<file path="config.mk">
export PLATFORM = sky130hd
export DESIGN_NAME = gbcr_ctrl
export DESIGN_NICKNAME = d
export VERILOG_FILES = /design/src/design/gbcr_pkg.sv /design/src/design/gbcr_ctrl.sv
export SDC_FILE = /design/constraint.sdc
export NUM_CORES = 1
export LEC_CHECK = 0
export BUFFER_PORTS_ARGS = -buffer_cell sky130_fd_sc_hd__buf_2
export CORE_AREA = 2 2 39 41
export CTS_CLUSTER_DIAMETER = 40
export CTS_CLUSTER_SIZE = 16
export DETAILED_ROUTE_END_ITERATION = 6
export DIE_AREA = 0 0 41 43
export HOLD_SLACK_MARGIN = 0.08
export PLACE_DENSITY = 0.61
export SYNTH_ARGS = -nofsm -noshare
export SYNTH_HDL_FRONTEND = slang
export SYNTH_SLANG_ARGS = --single-unit
</file>
<file path="constraint.sdc">
create_clock -name clk -period 1.5 [get_ports clk]
set_clock_uncertainty 0.15 [all_clocks]
set_input_delay 0.225 -clock clk [delete_from_list [all_inputs] [get_ports clk]]
set_output_delay 0.225 -clock clk [all_outputs]
set_load 0.03 [all_outputs]
</file>
<file path="src/design/gbcr_pkg.sv">
// Package for the grid box cell registration block.
// Types, constants and controller state codes; no dependencies.
package gbcr_pkg;

    localparam int GRID_MAX_WIDTH    = 256;
    localparam int GRID_MAX_HEIGHT   = 256;
    localparam int RECORD_POOL_DEPTH = 4096;
    localparam int OWNER_SLOTS       = 256;

    localparam int CELL_COUNT = GRID_MAX_WIDTH * GRID_MAX_HEIGHT;
    localparam int CELL_W     = $clog2(CELL_COUNT);
    localparam int OCC_WORDS  = (CELL_COUNT + 31) / 32;
    localparam int OCC_W      = $clog2(OCC_WORDS);
    localparam int REC_W      = $clog2(RECORD_POOL_DEPTH);
    localparam int USED_W     = $clog2(RECORD_POOL_DEPTH + 1);
    localparam int OWN_W      = $clog2(OWNER_SLOTS);
    localparam int CFG_W      = 16;
    localparam int IDX_W      = 3;

    localparam logic [23:0] INDEX_NONE = 24'hFFFFFF;

    localparam logic [IDX_W-1:0] REG_GRID_WIDTH    = 3'd0;
    localparam logic [IDX_W-1:0] REG_GRID_HEIGHT   = 3'd1;
    localparam logic [IDX_W-1:0] REG_EXTENT_X_LOW  = 3'd2;
    localparam logic [IDX_W-1:0] REG_EXTENT_Y_LOW  = 3'd3;
    localparam logic [IDX_W-1:0] REG_EXTENT_X_HIGH = 3'd4;
    localparam logic [IDX_W-1:0] REG_EXTENT_Y_HIGH = 3'd5;

    typedef struct packed {
        logic signed [15:0] box_x_low;
        logic signed [15:0] box_y_low;
        logic signed [15:0] box_x_high;
        logic signed [15:0] box_y_high;
        logic [7:0]         owner_id;
        logic [7:0]         layer_flag;
    } box_item_t;

    typedef struct packed {
        logic [16:0] cells_added;
        logic        pool_full;
    } result_item_t;

    typedef enum logic [3:0] {
        ST_CLEAR, ST_IDLE, ST_CLAMP, ST_CLIP, ST_CHECK, ST_READ,
        ST_WAIT, ST_WRITE, ST_DONE
    } state_t;

    // Commands from controller to datapath
    typedef struct packed {
        logic load;     // capture input item
        logic clamp;    // clamp box to extent
        logic clip;     // clip to grid, init walk
        logic clear;    // clear one head/occupancy/owner count entry
        logic read;     // issue memory reads for current cell
        logic write;    // commit the record
        logic full;     // mark pool exhausted
    } cmd_t;

    // Status from datapath to controller
    typedef struct packed {
        logic clear_last;
        logic empty;      // clipped box has no cells
        logic pool_ok;    // a record can be taken
        logic walk_last;  // current cell is the last one
    } status_t;

endpackage

</file>
<file path="src/design/gbcr_ctrl.sv">
// Controller state machine of the grid box cell registration block.
// Depends on gbcr_pkg.
module gbcr_ctrl (
    input  logic              clk,
    input  logic              rst_n,
    input  logic              in_valid,
    output logic              in_ready,
    output logic              out_load,
    input  logic              out_busy,
    input  gbcr_pkg::status_t status,
    output gbcr_pkg::cmd_t    cmd
);
    gbcr_pkg::state_t state_reg, state_next;

    always_ff @(posedge clk or negedge rst_n)
    begin
        if (!rst_n)
        begin
            state_reg <= gbcr_pkg::ST_CLEAR;
        end
        else
        begin
            state_reg <= state_next;
        end
    end

    // Next state
    always_comb
    begin
        state_next = state_reg;
        case (state_reg)
            gbcr_pkg::ST_CLEAR: if (status.clear_last) state_next = gbcr_pkg::ST_IDLE;
            gbcr_pkg::ST_IDLE:  if (in_valid) state_next = gbcr_pkg::ST_CLAMP;
            gbcr_pkg::ST_CLAMP: state_next = gbcr_pkg::ST_CLIP;
            gbcr_pkg::ST_CLIP:  state_next = gbcr_pkg::ST_CHECK;
            gbcr_pkg::ST_CHECK:
            begin
                if (status.empty) state_next = gbcr_pkg::ST_DONE;
                else              state_next = gbcr_pkg::ST_READ;
            end
            gbcr_pkg::ST_READ:
            begin
                if (status.pool_ok) state_next = gbcr_pkg::ST_WAIT;
                else                state_next = gbcr_pkg::ST_DONE;
            end
            gbcr_pkg::ST_WAIT:  state_next = gbcr_pkg::ST_WRITE;
            gbcr_pkg::ST_WRITE:
            begin
                if (status.walk_last) state_next = gbcr_pkg::ST_DONE;
                else                  state_next = gbcr_pkg::ST_READ;
            end
            // Hold the result until the output register is free
            gbcr_pkg::ST_DONE:  if (!out_busy) state_next = gbcr_pkg::ST_IDLE;
            default:            state_next = gbcr_pkg::ST_IDLE;
        endcase
    end

    // Outputs
    always_comb
    begin
        cmd      = '0;
        in_ready = 1'b0;
        out_load = 1'b0;
        case (state_reg)
            gbcr_pkg::ST_CLEAR: cmd.clear = 1'b1;
            gbcr_pkg::ST_IDLE:
            begin
                in_ready = 1'b1;
                cmd.load = in_valid;
            end
            gbcr_pkg::ST_CLAMP: cmd.clamp = 1'b1;
            gbcr_pkg::ST_CLIP:  cmd.clip = 1'b1;
            gbcr_pkg::ST_READ:
            begin
                cmd.read = status.pool_ok;
                cmd.full = !status.pool_ok;
            end
            gbcr_pkg::ST_WRITE: cmd.write = 1'b1;
            gbcr_pkg::ST_DONE:  out_load = !out_busy;
            default:            cmd = '0;
        endcase
    end
endmodule

</file>
==> summary.txt, run 1 <==
Timing
  – Rel. slew slack: 0.827
  – Final worst slack: -0.207 ns
  – RSZ-0062 raised after global routing: true
  – Min Tclk post-route: ~1.7 ns
  – Sum Neg Setup Slack: -1.27 ns
  – Period utilisation layout: 1.14
  – Final Hold Fails: 0
  – Hold Slack: roughly 0.18 ns
  – Worst-margin pin slew: about 0.26 ns
  – Slew Limit Fails: 0
  – Endpoints failing setup: 9
  – Max Freq: approximately 0.6 GHz

Yosys
  – Mean Syn Cell Area: slightly below 9 µm²
  – Net count after synthesis: 54
  – Post-synthesis adder-cell area fraction: 0
  – Mapped cell area: 405 µm²
  – Mapped Cells: 46
  – Synth Area in Simple Gates: 0.420
  – Compound-Gate Fraction of Synth Area: 0.210
  – Yosys warns: 0
  – #FFs+latches synth: 4
  – Distinct cells, synth: 30
  – Register area share after synthesis: 0.247
  – Largest family of logic cells by synthesized area: simple AND/OR/NAND/NOR gates
  – Post-synthesis mux area share: 0.0278
  – Post-synthesis xor/xnor area fraction: 0

Placement
  – Dpl hpwl: around 860 µm
  – Port-buffer cells: 16
  – Placed insts: a little over 80
  – Placer Congestion: ~0.74

Pwr
  – LEAKAGE: 0.364 nW
  – Power Density: a little over 2000 nW/µm²
  – Max VDD drop: 0.951 mV

Worst setup path
  – Crit path DAT: between 1 and 1.5 ns
  – Largest stage delay, worst path: 0.38 ns
  – Worst setup path category: reg2out
  – CP required: roughly 1.1 ns
  – CP cell instances: or2_4 -> nor4b_4 -> buf_4
  – CP max stage cell: dfrtp_1
  – Startpoint Class: flop
  – Max FO, Critical Path: 3
  – Critical Path Sink Type: output pin

Final layout
  – N_diodes: 0
  – Synth-to-Final Area Change: 95.1%
  – # fillers: 132
  – Share of cells above drive strength 1: 0.646
  – Largest register FFs: 4
  – Final instance count without filler cells: between 90 and 100
  – Final nets: 92

Floorplan
  – Die area: between 1500 and 2000 µm²
  – Starting density of the core: 0.293
  – Io pins: 17
  – Total core area: about 1400 µm²
  – Chip width: roughly 40 µm
  – Rows: 14
  – Die Y: 43 µm

Worst hold path
  – Worst Hold Class: in2async

Clock tree
  – H-tree levels: 1
  – Cts bufs inserted: 3
  – Max Buffers Root-to-Sink: 2
  – CTS tree: yes
  – CTS clock-pin slew for the worst setup and hold paths: ~0.04 ns
  – Clk sinks: 4
  – Worst skew pair latency: roughly 0.23 ns
  – Root buf cell: clkbuf_4

Global routing
  – Largest net degree at the start of global routing: 11
  – M2 GR Usage: 0.238
  – Met1 GRT Util: 0.172
  – Global-route wire length before repair: ~1.8 mm
  – Initial antenna violation count: 0
  – GR peak layer: met2
  – Total grt overflow: 0
  – Total GRT Usage: 0.145
  – GR Layer Usage met3: 0.0314
  – Vias in the first global route: between 400 and 500

Route
  – Drt initial violations: 2
  – DR vias/cell: just under 5
  – Via count: around 480
  – DR WL/cell: 12.9 µm
  – Routed Antenna Nets: 0
  – Final WL: approximately 1.3 mm
  – Pre-antenna DRT Iters: 3
  – # DRC: 0

Run
  – Max-Cap Viols: 0

Outcome
  – Status: complete, but fails checks
  – Failing checks: setup timing
-- area by class of cell --
cell class	instances	area [µm²]	area share
well taps	16	20.0	0.0253
clock buffers	3	22.5	0.0285
flip-flops and latches	4	101	0.128
multi-input cells	37	324	0.410
repair buffers	37	319	0.403
inverters	1	3.75	0.00475
-- report_power, final --
group | total [W] | switching (W) | internal, W
clock network | 0.000128 | 0.0000387 | 0.0000891
logic | 0.00128 | 0.000611 | 0.000671
registers | 0.000198 | 0.0000446 | 0.000153
-- path summary, 6_finish.rpt --
check                              from      endpoint  slack [ns]  cells after the start
max in group asynchronous         rst_n  state_reg[2]        0.89                      2
setup / recovery           state_reg[1]      out_load       -0.21                      3
hold reg to reg            state_reg[0]  state_reg[2]        0.59                      3
min in group clk              status[1]  state_reg[3]        0.19                      2
hold / removal                    rst_n  state_reg[1]        0.18                      2
setup reg to reg           state_reg[1]  state_reg[2]        0.02                      7
-- placed cells by master, fill, tap and decap left out, types with 2 or more instances in the layout --
cell and instances:
buf_12 2, buf_6 7, nor2_1 4, buf_4 18, buf_2 8, dfrtp_1 3
nand2_1 3, clkbuf_4 3, nor3b_2 2, a21oi_1 2, o21ai_0 2
-- metrics by stage --
| step | setup slack (ns) | power [W] | cell area (µm²) | utilization |
|---|---|---|---|---|
| finish | -0.207 | 0.00161 | 791 | 0.571 |
| floorplan | -0.267 | 0.000868 | 442 | - |
| global placement | 0.0179 | 0.00112 | 596 | 0.430 |
| global route | -0.260 | 0.00172 | 791 | 0.571 |
| detailed placement | 0.00229 | 0.00114 | 596 | 0.430 |
| CTS | -0.216 | 0.00141 | 704 | 0.509 |
-- cell families (layout without fill, tap and decap cells) --
group	Yosys count	after routing
AO/OA/AOI/OAI	10	10
buffers and inverters	5	41
flip-flops	4	4
multiplexers	1	1
AND/OR/NAND/NOR	26	26
-- repair_timing --
| item | CTS | global route |
|---|---|---|
| endpoints found under the setup margin | 9 | 9 |
| pin swaps | 1 | 5 |
| endpoints found under the hold margin | 4 | 0 |
| gates resized for setup | 14 | 10 |
| hold buffers | 1 | 0 |
| gates cloned | 0 | 0 |
| buffers inserted | 5 | 6 |
-- per-layer routing --
layer  vias to the layer above  wire length [µm]
met5                         -                 0
met4                         0                 0
met3                         0                43
met2                        11               676
met1                       231               545
li1                        242                 -
-- critical path: cells and delay by family, from the launching register on --
kind | cells | cell delay [ns]
flip-flops | 1 | 0.38
buffers and inverters | 1 | 0.19
AND/OR/NAND/NOR | 2 | 0.53
-- cells in the mapped netlist --
cell type / number / share of area
and2b_1: 2 / 0.037
and2_1: 1 / 0.015
a211oi_1: 1 / 0.019
a22oi_1: 1 / 0.019
dfrtp_1: 4 / 0.25
a21oi_2: 1 / 0.022
buf_2: 1 / 0.012
nor4b_2: 1 / 0.037
o21ai_0: 2 / 0.025
nor3b_1: 1 / 0.019
nand4_1: 1 / 0.015
a21oi_1: 2 / 0.025
nor4_2: 1 / 0.031
nor3b_2: 1 / 0.031
and3b_1: 1 / 0.022
nor2b_1: 2 / 0.031
nor3_1: 3 / 0.037
inv_1: 1 / 0.0093
buf_6: 2 / 0.056
nor2_1: 4 / 0.037
mux2_1: 1 / 0.028
o21ai_1: 1 / 0.012
nand3_1: 1 / 0.012
buf_4: 1 / 0.019
a2111oi_4: 1 / 0.068
nand2_1: 3 / 0.028
and3_1: 2 / 0.031
o221ai_1: 1 / 0.022
or2_4: 1 / 0.022
nand2b_1: 1 / 0.015
(Power assumes the default switching activity.)
==> run 2: changes to the inputs <==
--- a/config.mk
+++ b/config.mk
@@ -6,13 +6,14 @@
 export NUM_CORES = 1
 export LEC_CHECK = 0
 export BUFFER_PORTS_ARGS = -buffer_cell sky130_fd_sc_hd__buf_2
-export CORE_AREA = 2 2 39 41
+export CELL_PAD_IN_SITES_DETAIL_PLACEMENT = 2
+export CELL_PAD_IN_SITES_GLOBAL_PLACEMENT = 2
+export CORE_UTILIZATION = 24
 export CTS_CLUSTER_DIAMETER = 40
 export CTS_CLUSTER_SIZE = 16
 export DETAILED_ROUTE_END_ITERATION = 6
-export DIE_AREA = 0 0 41 43
 export HOLD_SLACK_MARGIN = 0.08
-export PLACE_DENSITY = 0.61
+export PLACE_DENSITY = 0.78
 export SYNTH_ARGS = -nofsm -noshare
 export SYNTH_HDL_FRONTEND = slang
 export SYNTH_SLANG_ARGS = --single-unit
==> summary.txt, run 2 (synthesized netlist as in run 1, its figures left out) <==
Clock tree
  – Clk sinks: 4
  – CTS clock-pin slew for the worst setup and hold paths: roughly 0.040 ns
  – Max Buffers Root-to-Sink: 2
  – Root buf cell: clkbuf_4
  – Cts bufs inserted: 3
  – CTS tree: yes
  – Worst skew pair latency: 0.23 ns
  – H-tree levels: 1

Route
  – Drt initial violations: 4
  – Routed Antenna Nets: 0
  – Met3 WL: around 45 µm
  – # DRC: 0
  – Metal2 WL: around 1.3 mm
  – DR WL/cell: 22.9 µm
  – Final WL: 2.25 mm
  – DR vias/cell: 5.16
  – DR top layer: met4
  – Pre-antenna DRT Iters: 4
  – Met1 Wirelength: ~850 µm
  – Via count: 506

Timing
  – RSZ-0062 raised after global routing: true
  – Endpoints failing setup: 13
  – Sum Neg Setup Slack: -2.20 ns
  – Slew Limit Fails: 0
  – Min Tclk post-route: approximately 1.8 ns
  – Final worst slack: -0.279 ns
  – Max Freq: roughly 0.56 GHz
  – Worst-margin pin slew: 0.287 ns
  – Rel. slew slack: 0.809
  – Period utilisation layout: 1.19
  – Final Hold Fails: 0
  – Hold Slack: around 0.18 ns

Final layout
  – N_diodes: 0
  – Final instance count without filler cells: about 100
  – Final nets: between 90 and 100
  – Synth-to-Final Area Change: 118%
  – Most common cell after layout, fill and taps aside: buf_6
  – Share of cells above drive strength 1: 0.780
  – Largest register FFs: 4
  – Most frequent cells in the layout: 14 x buf_6, 12 x buf_4, 7 x buf_2
  – # fillers: ~160
  – Fin util: 0.572

Pwr
  – Power Density: around 2100 nW/µm²
  – Sw Share: 0.464
  – NetSw: approximately 0.00086 W
  – LEAKAGE: approximately 0.39 nW
  – Comb power frac: 0.809
  – Internal: about 0.00099 W
  – Sequential share of power: 0.117
  – Max VDD drop: approximately 1.1 mV
  – Clock power share: 0.073

Global routing
  – Global-route wire length before repair: approximately 2.4 mm
  – Total grt overflow: 0
  – Total GRT Usage: 0.181
  – Largest net degree at the start of global routing: 16
  – Initial antenna violation count: 0
  – Vias in the first global route: 489

Worst setup path
  – Worst setup path category: reg2out
  – Crit path DAT: about 1.4 ns
  – Family with the most delay on the worst path: simple AND/OR/NAND/NOR gates
  – CP Depth: 3
  – Largest stage delay, worst path: about 0.41 ns
  – Critical Path Sink Type: output pin
  – Startpoint Class: flop
  – CP required: around 1.1 ns
  – R2R setup slack: -0.19 ns
  – CP cell instances: or2_4 -> nor4b_4 -> buf_6
  – R2r worst-path depth: 6
  – CP max stage cell: dfrtp_1
  – Worst path buffer plus inverter count: 1
  – Max FO, Critical Path: 3

Placement
  – Dpl hpwl: around 1.2 mm
  – Placer Congestion: 0.717
  – Placed insts: 84
  – Port-buffer cells: 16
  – Placement Setup Slack: -0.123 ns

Worst hold path
  – Worst Hold Class: in2async

Floorplan
  – Die Y: approximately 43 µm
  – Total core area: 1540 µm²
  – Io pins: 17
  – Chip width: ~43 µm
  – Rows: 14
  – Die area: 1860 µm²
  – Starting density of the core: 0.263

Outcome
  – Failing checks: setup timing
  – Status: complete, but fails checks

Run
  – Max-Cap Viols: 0
## run 2: cell count changes in the layout (fill, tap and decap cells not counted), sizes merged
cell and delta:
buf -1, clkbuf +1
## run 2: per-stage QoR
step	power (W)	cell area [µm²]
finish	0.00185	882
global route	0.00194	882
CTS	0.00143	693
detailed placement	0.00118	591
global placement	0.00113	591
floorplan	0.000868	442
## run 2: worst paths after layout
check	startpoint	endpoint
max in group asynchronous	rst_n	state_reg[3]
min in group clk	status[1]	state_reg[3]
min	rst_n	state_reg[0]
max	state_reg[0]	out_load
min reg2reg	state_reg[3]	state_reg[2]
max reg2reg	state_reg[2]	state_reg[1]
## run 2: what timing repair did
action | 4_1_cts | 5_1_grt
gates cloned | 0 | 1
hold buffers | 1 | 0
setup buffers | 1 | 8
pin swaps | 4 | 12
endpoints found under the setup margin | 10 | 11
hold endpoints to repair | 4 | 0
gates resized for setup | 21 | 25
## run 2: power by group through the flow
| stage | clock, W | sequential [W] | combinational, W |
|---|---|---|---|
| 5_1_grt | 0.000149 | 0.000219 | 0.00157 |
| 6_report | 0.000136 | 0.000218 | 0.00150 |
| 4_1_cts | 0.000128 | 0.000207 | 0.00110 |
| 2_1_floorplan | 0 | 0.000183 | 0.000686 |
| 3_3_place_gp | 0 | 0.000201 | 0.000927 |
| 3_5_place_dp | 0 | 0.000209 | 0.000969 |
## run 2: routing by layer
layer,track usage,up-vias
met1,0.223,252
met2,0.310,10
met3,0.0255,2
met4,0.0727,0
met5,0,-
li1,-,242
## run 2: area by class of cell
type                            count  area [µm²]  share of cell area
Clock buffer                        3        22.5              0.0255
Inverter                            1        3.75             0.00426
Multi-Input combinational cell     37         379               0.430
Sequential cell                     4         104               0.118
Tap cell                           16        20.0              0.0227
Timing Repair Buffer               37         353               0.400
==> run 3: changes to the inputs <==
--- a/config.mk
+++ b/config.mk
@@ -14,6 +14,7 @@
 export DETAILED_ROUTE_END_ITERATION = 6
 export HOLD_SLACK_MARGIN = 0.08
 export PLACE_DENSITY = 0.78
+export SETUP_SLACK_MARGIN = 0.15
 export SYNTH_ARGS = -nofsm -noshare
 export SYNTH_HDL_FRONTEND = slang
 export SYNTH_SLANG_ARGS = --single-unit
==> summary.txt, run 3 (synthesized netlist as in run 1, its figures left out) <==
Outcome
  – Status: complete, but fails checks
  – Failing checks: setup timing

Floorplan
  – Rows: 14
  – Die Y: 43.1 µm
  – Io pins: 17
  – Chip width: 43.1 µm
  – Starting density of the core: 0.263
  – Die area: between 1500 and 2000 µm²
  – Total core area: roughly 1500 µm²

Worst setup path
  – Worst path buffer plus inverter count: 1
  – Startpoint Class: flop
  – CP cell instances: or2_4 -> nor4b_4 -> buf_6
  – Critical Path Sink Type: output pin
  – CP max stage cell: dfrtp_2
  – CP required: between 1 and 1.5 ns
  – FF-to-FF End: state_reg[2]
  – R2R Path Start: state_reg[1]
  – Family with the most delay on the worst path: simple AND/OR/NAND/NOR gates
  – Max FO, Critical Path: 7
  – Largest stage delay, worst path: ~0.46 ns
  – Crit path DAT: approximately 1.4 ns
  – R2R setup slack: -0.03 ns
  – Worst setup path category: reg2out
  – R2r worst-path depth: 5

Global routing
  – GR peak layer: met2
  – Met1 GRT Util: 0.264
  – Global-route wire length before repair: between 2 and 3 mm
  – Total GRT Usage: 0.200
  – Largest net degree at the start of global routing: 9
  – GR Layer Usage met3: 0.0128
  – Vias in the first global route: 551
  – Total grt overflow: 0
  – Initial antenna violation count: 0
  – M2 GR Usage: 0.346

Clock tree
  – Max Buffers Root-to-Sink: 2
  – Cts bufs inserted: 3
  – Worst skew pair latency: roughly 0.25 ns
  – H-tree levels: 1
  – Clk sinks: 4
  – Root buf cell: clkbuf_4
  – CTS tree: yes
  – CTS clock-pin slew for the worst setup and hold paths: 0.04 ns

Timing
  – Slew Limit Fails: 0
  – RSZ-0062 raised after global routing: true
  – Endpoints failing setup: 10
  – Final Hold Fails: 0
  – Min Tclk post-route: approximately 1.8 ns
  – Final worst slack: -0.277 ns
  – Worst-margin pin slew: 0.293 ns
  – Max Freq: approximately 0.56 GHz
  – Rel. slew slack: 0.805
  – Period utilisation layout: 1.18

Route
  – Pre-antenna DRT Iters: 4
  – DR WL/cell: 22.6 µm
  – Final WL: 2.24 mm
  – Routed Antenna Nets: 0
  – Via count: between 500 and 600
  – DR vias/cell: 5.25
  – Drt initial violations: 4
  – # DRC: 0

Final layout
  – Most frequent cells in the layout: 15 x buf_6, 14 x buf_4, 7 x buf_2
  – Largest register FFs: 4
  – Final nets: 93
  – Synth-to-Final Area Change: 119%
  – Most common cell after layout, fill and taps aside: buf_6
  – Fin util: 0.576
  – N_diodes: 0
  – Share of cells above drive strength 1: 0.807
  – Final instance count without filler cells: 99

Run
  – Max-Cap Viols: 0

Worst hold path
  – Hold Path Origin: status[1]
  – Hold Crit Endpoint: state_reg[3]
  – Worst Hold Depth: 2
  – Worst Hold Class: in2reg

Pwr
  – Max VDD drop: ~1.2 mV
  – Power Density: around 2200 nW/µm²
  – LEAKAGE: 0.384 nW

Placement
  – Dpl hpwl: 1.13 mm
  – Placer Congestion: 0.763
  – Placement Setup Slack: -0.0470 ns
  – Port-buffer cells: 16
  – Placed insts: 83
==> run 3: where the power goes <==
| group | internal (W) | leakage (nW) | total (W) | switching (W) |
|---|---|---|---|---|
| clock network | 0.0000904 | 0.0138 | 0.000147 | 0.0000570 |
| registers | 0.000156 | 0.0485 | 0.000234 | 0.0000787 |
| logic | 0.000770 | 0.322 | 0.00155 | 0.000778 |
==> run 3: through the flow <==
step	setup TNS, ns	instance area (µm²)	hold slack [ns]	total power (W)
2_1_floorplan	-0.470	452	-0.221	0.000889
3_3_place_gp	-0.0157	581	-0.119	0.00111
3_5_place_dp	-0.0472	581	-0.117	0.00115
4_1_cts	-1.47	709	0.182	0.00149
5_1_grt	-2.47	888	0.179	0.00202
6_report	-2.04	888	0.176	0.00193
==> run 3: what timing repair did <==
action                                 4_1_cts  5_1_grt
setup endpoints to repair                   12       13
endpoints found under the hold margin        4        0
pin swaps                                    6        9
buffers inserted                             2       10
hold buffers                                 1        0
cloned                                       0        0
gates resized for setup                     25       25
==> run 3: worst max path at each step <==
stage	from	to	cells after the start
after detailed placement	state_reg[1]	out_load	3
after global routing	state_reg[1]	out_load	3
after global placement	state_reg[1]	out_load	3
after CTS	state_reg[1]	out_load	3
final	state_reg[1]	out_load	3
after floorplan	state_reg[1]	cmd[6]	3
==> run 3: routing by layer <==
layer / share of wire / vias up / wire length (µm)
met4: 0.012 / 0 / 27
li1: - / 243 / -
met1: 0.43 / 254 / 964
met2: 0.52 / 19 / 1160
met3: 0.041 / 4 / 92
met5: 0 / - / 0
==> run 3: final cells by class <==
class,count,area [µm²]
Timing Repair Buffer,38,334
Inverter,1,3.75
Sequential cell,4,103
Tap cell,16,20.0
Multi-Input combinational cell,37,405
Fill cell,143,653
Clock buffer,3,22.5
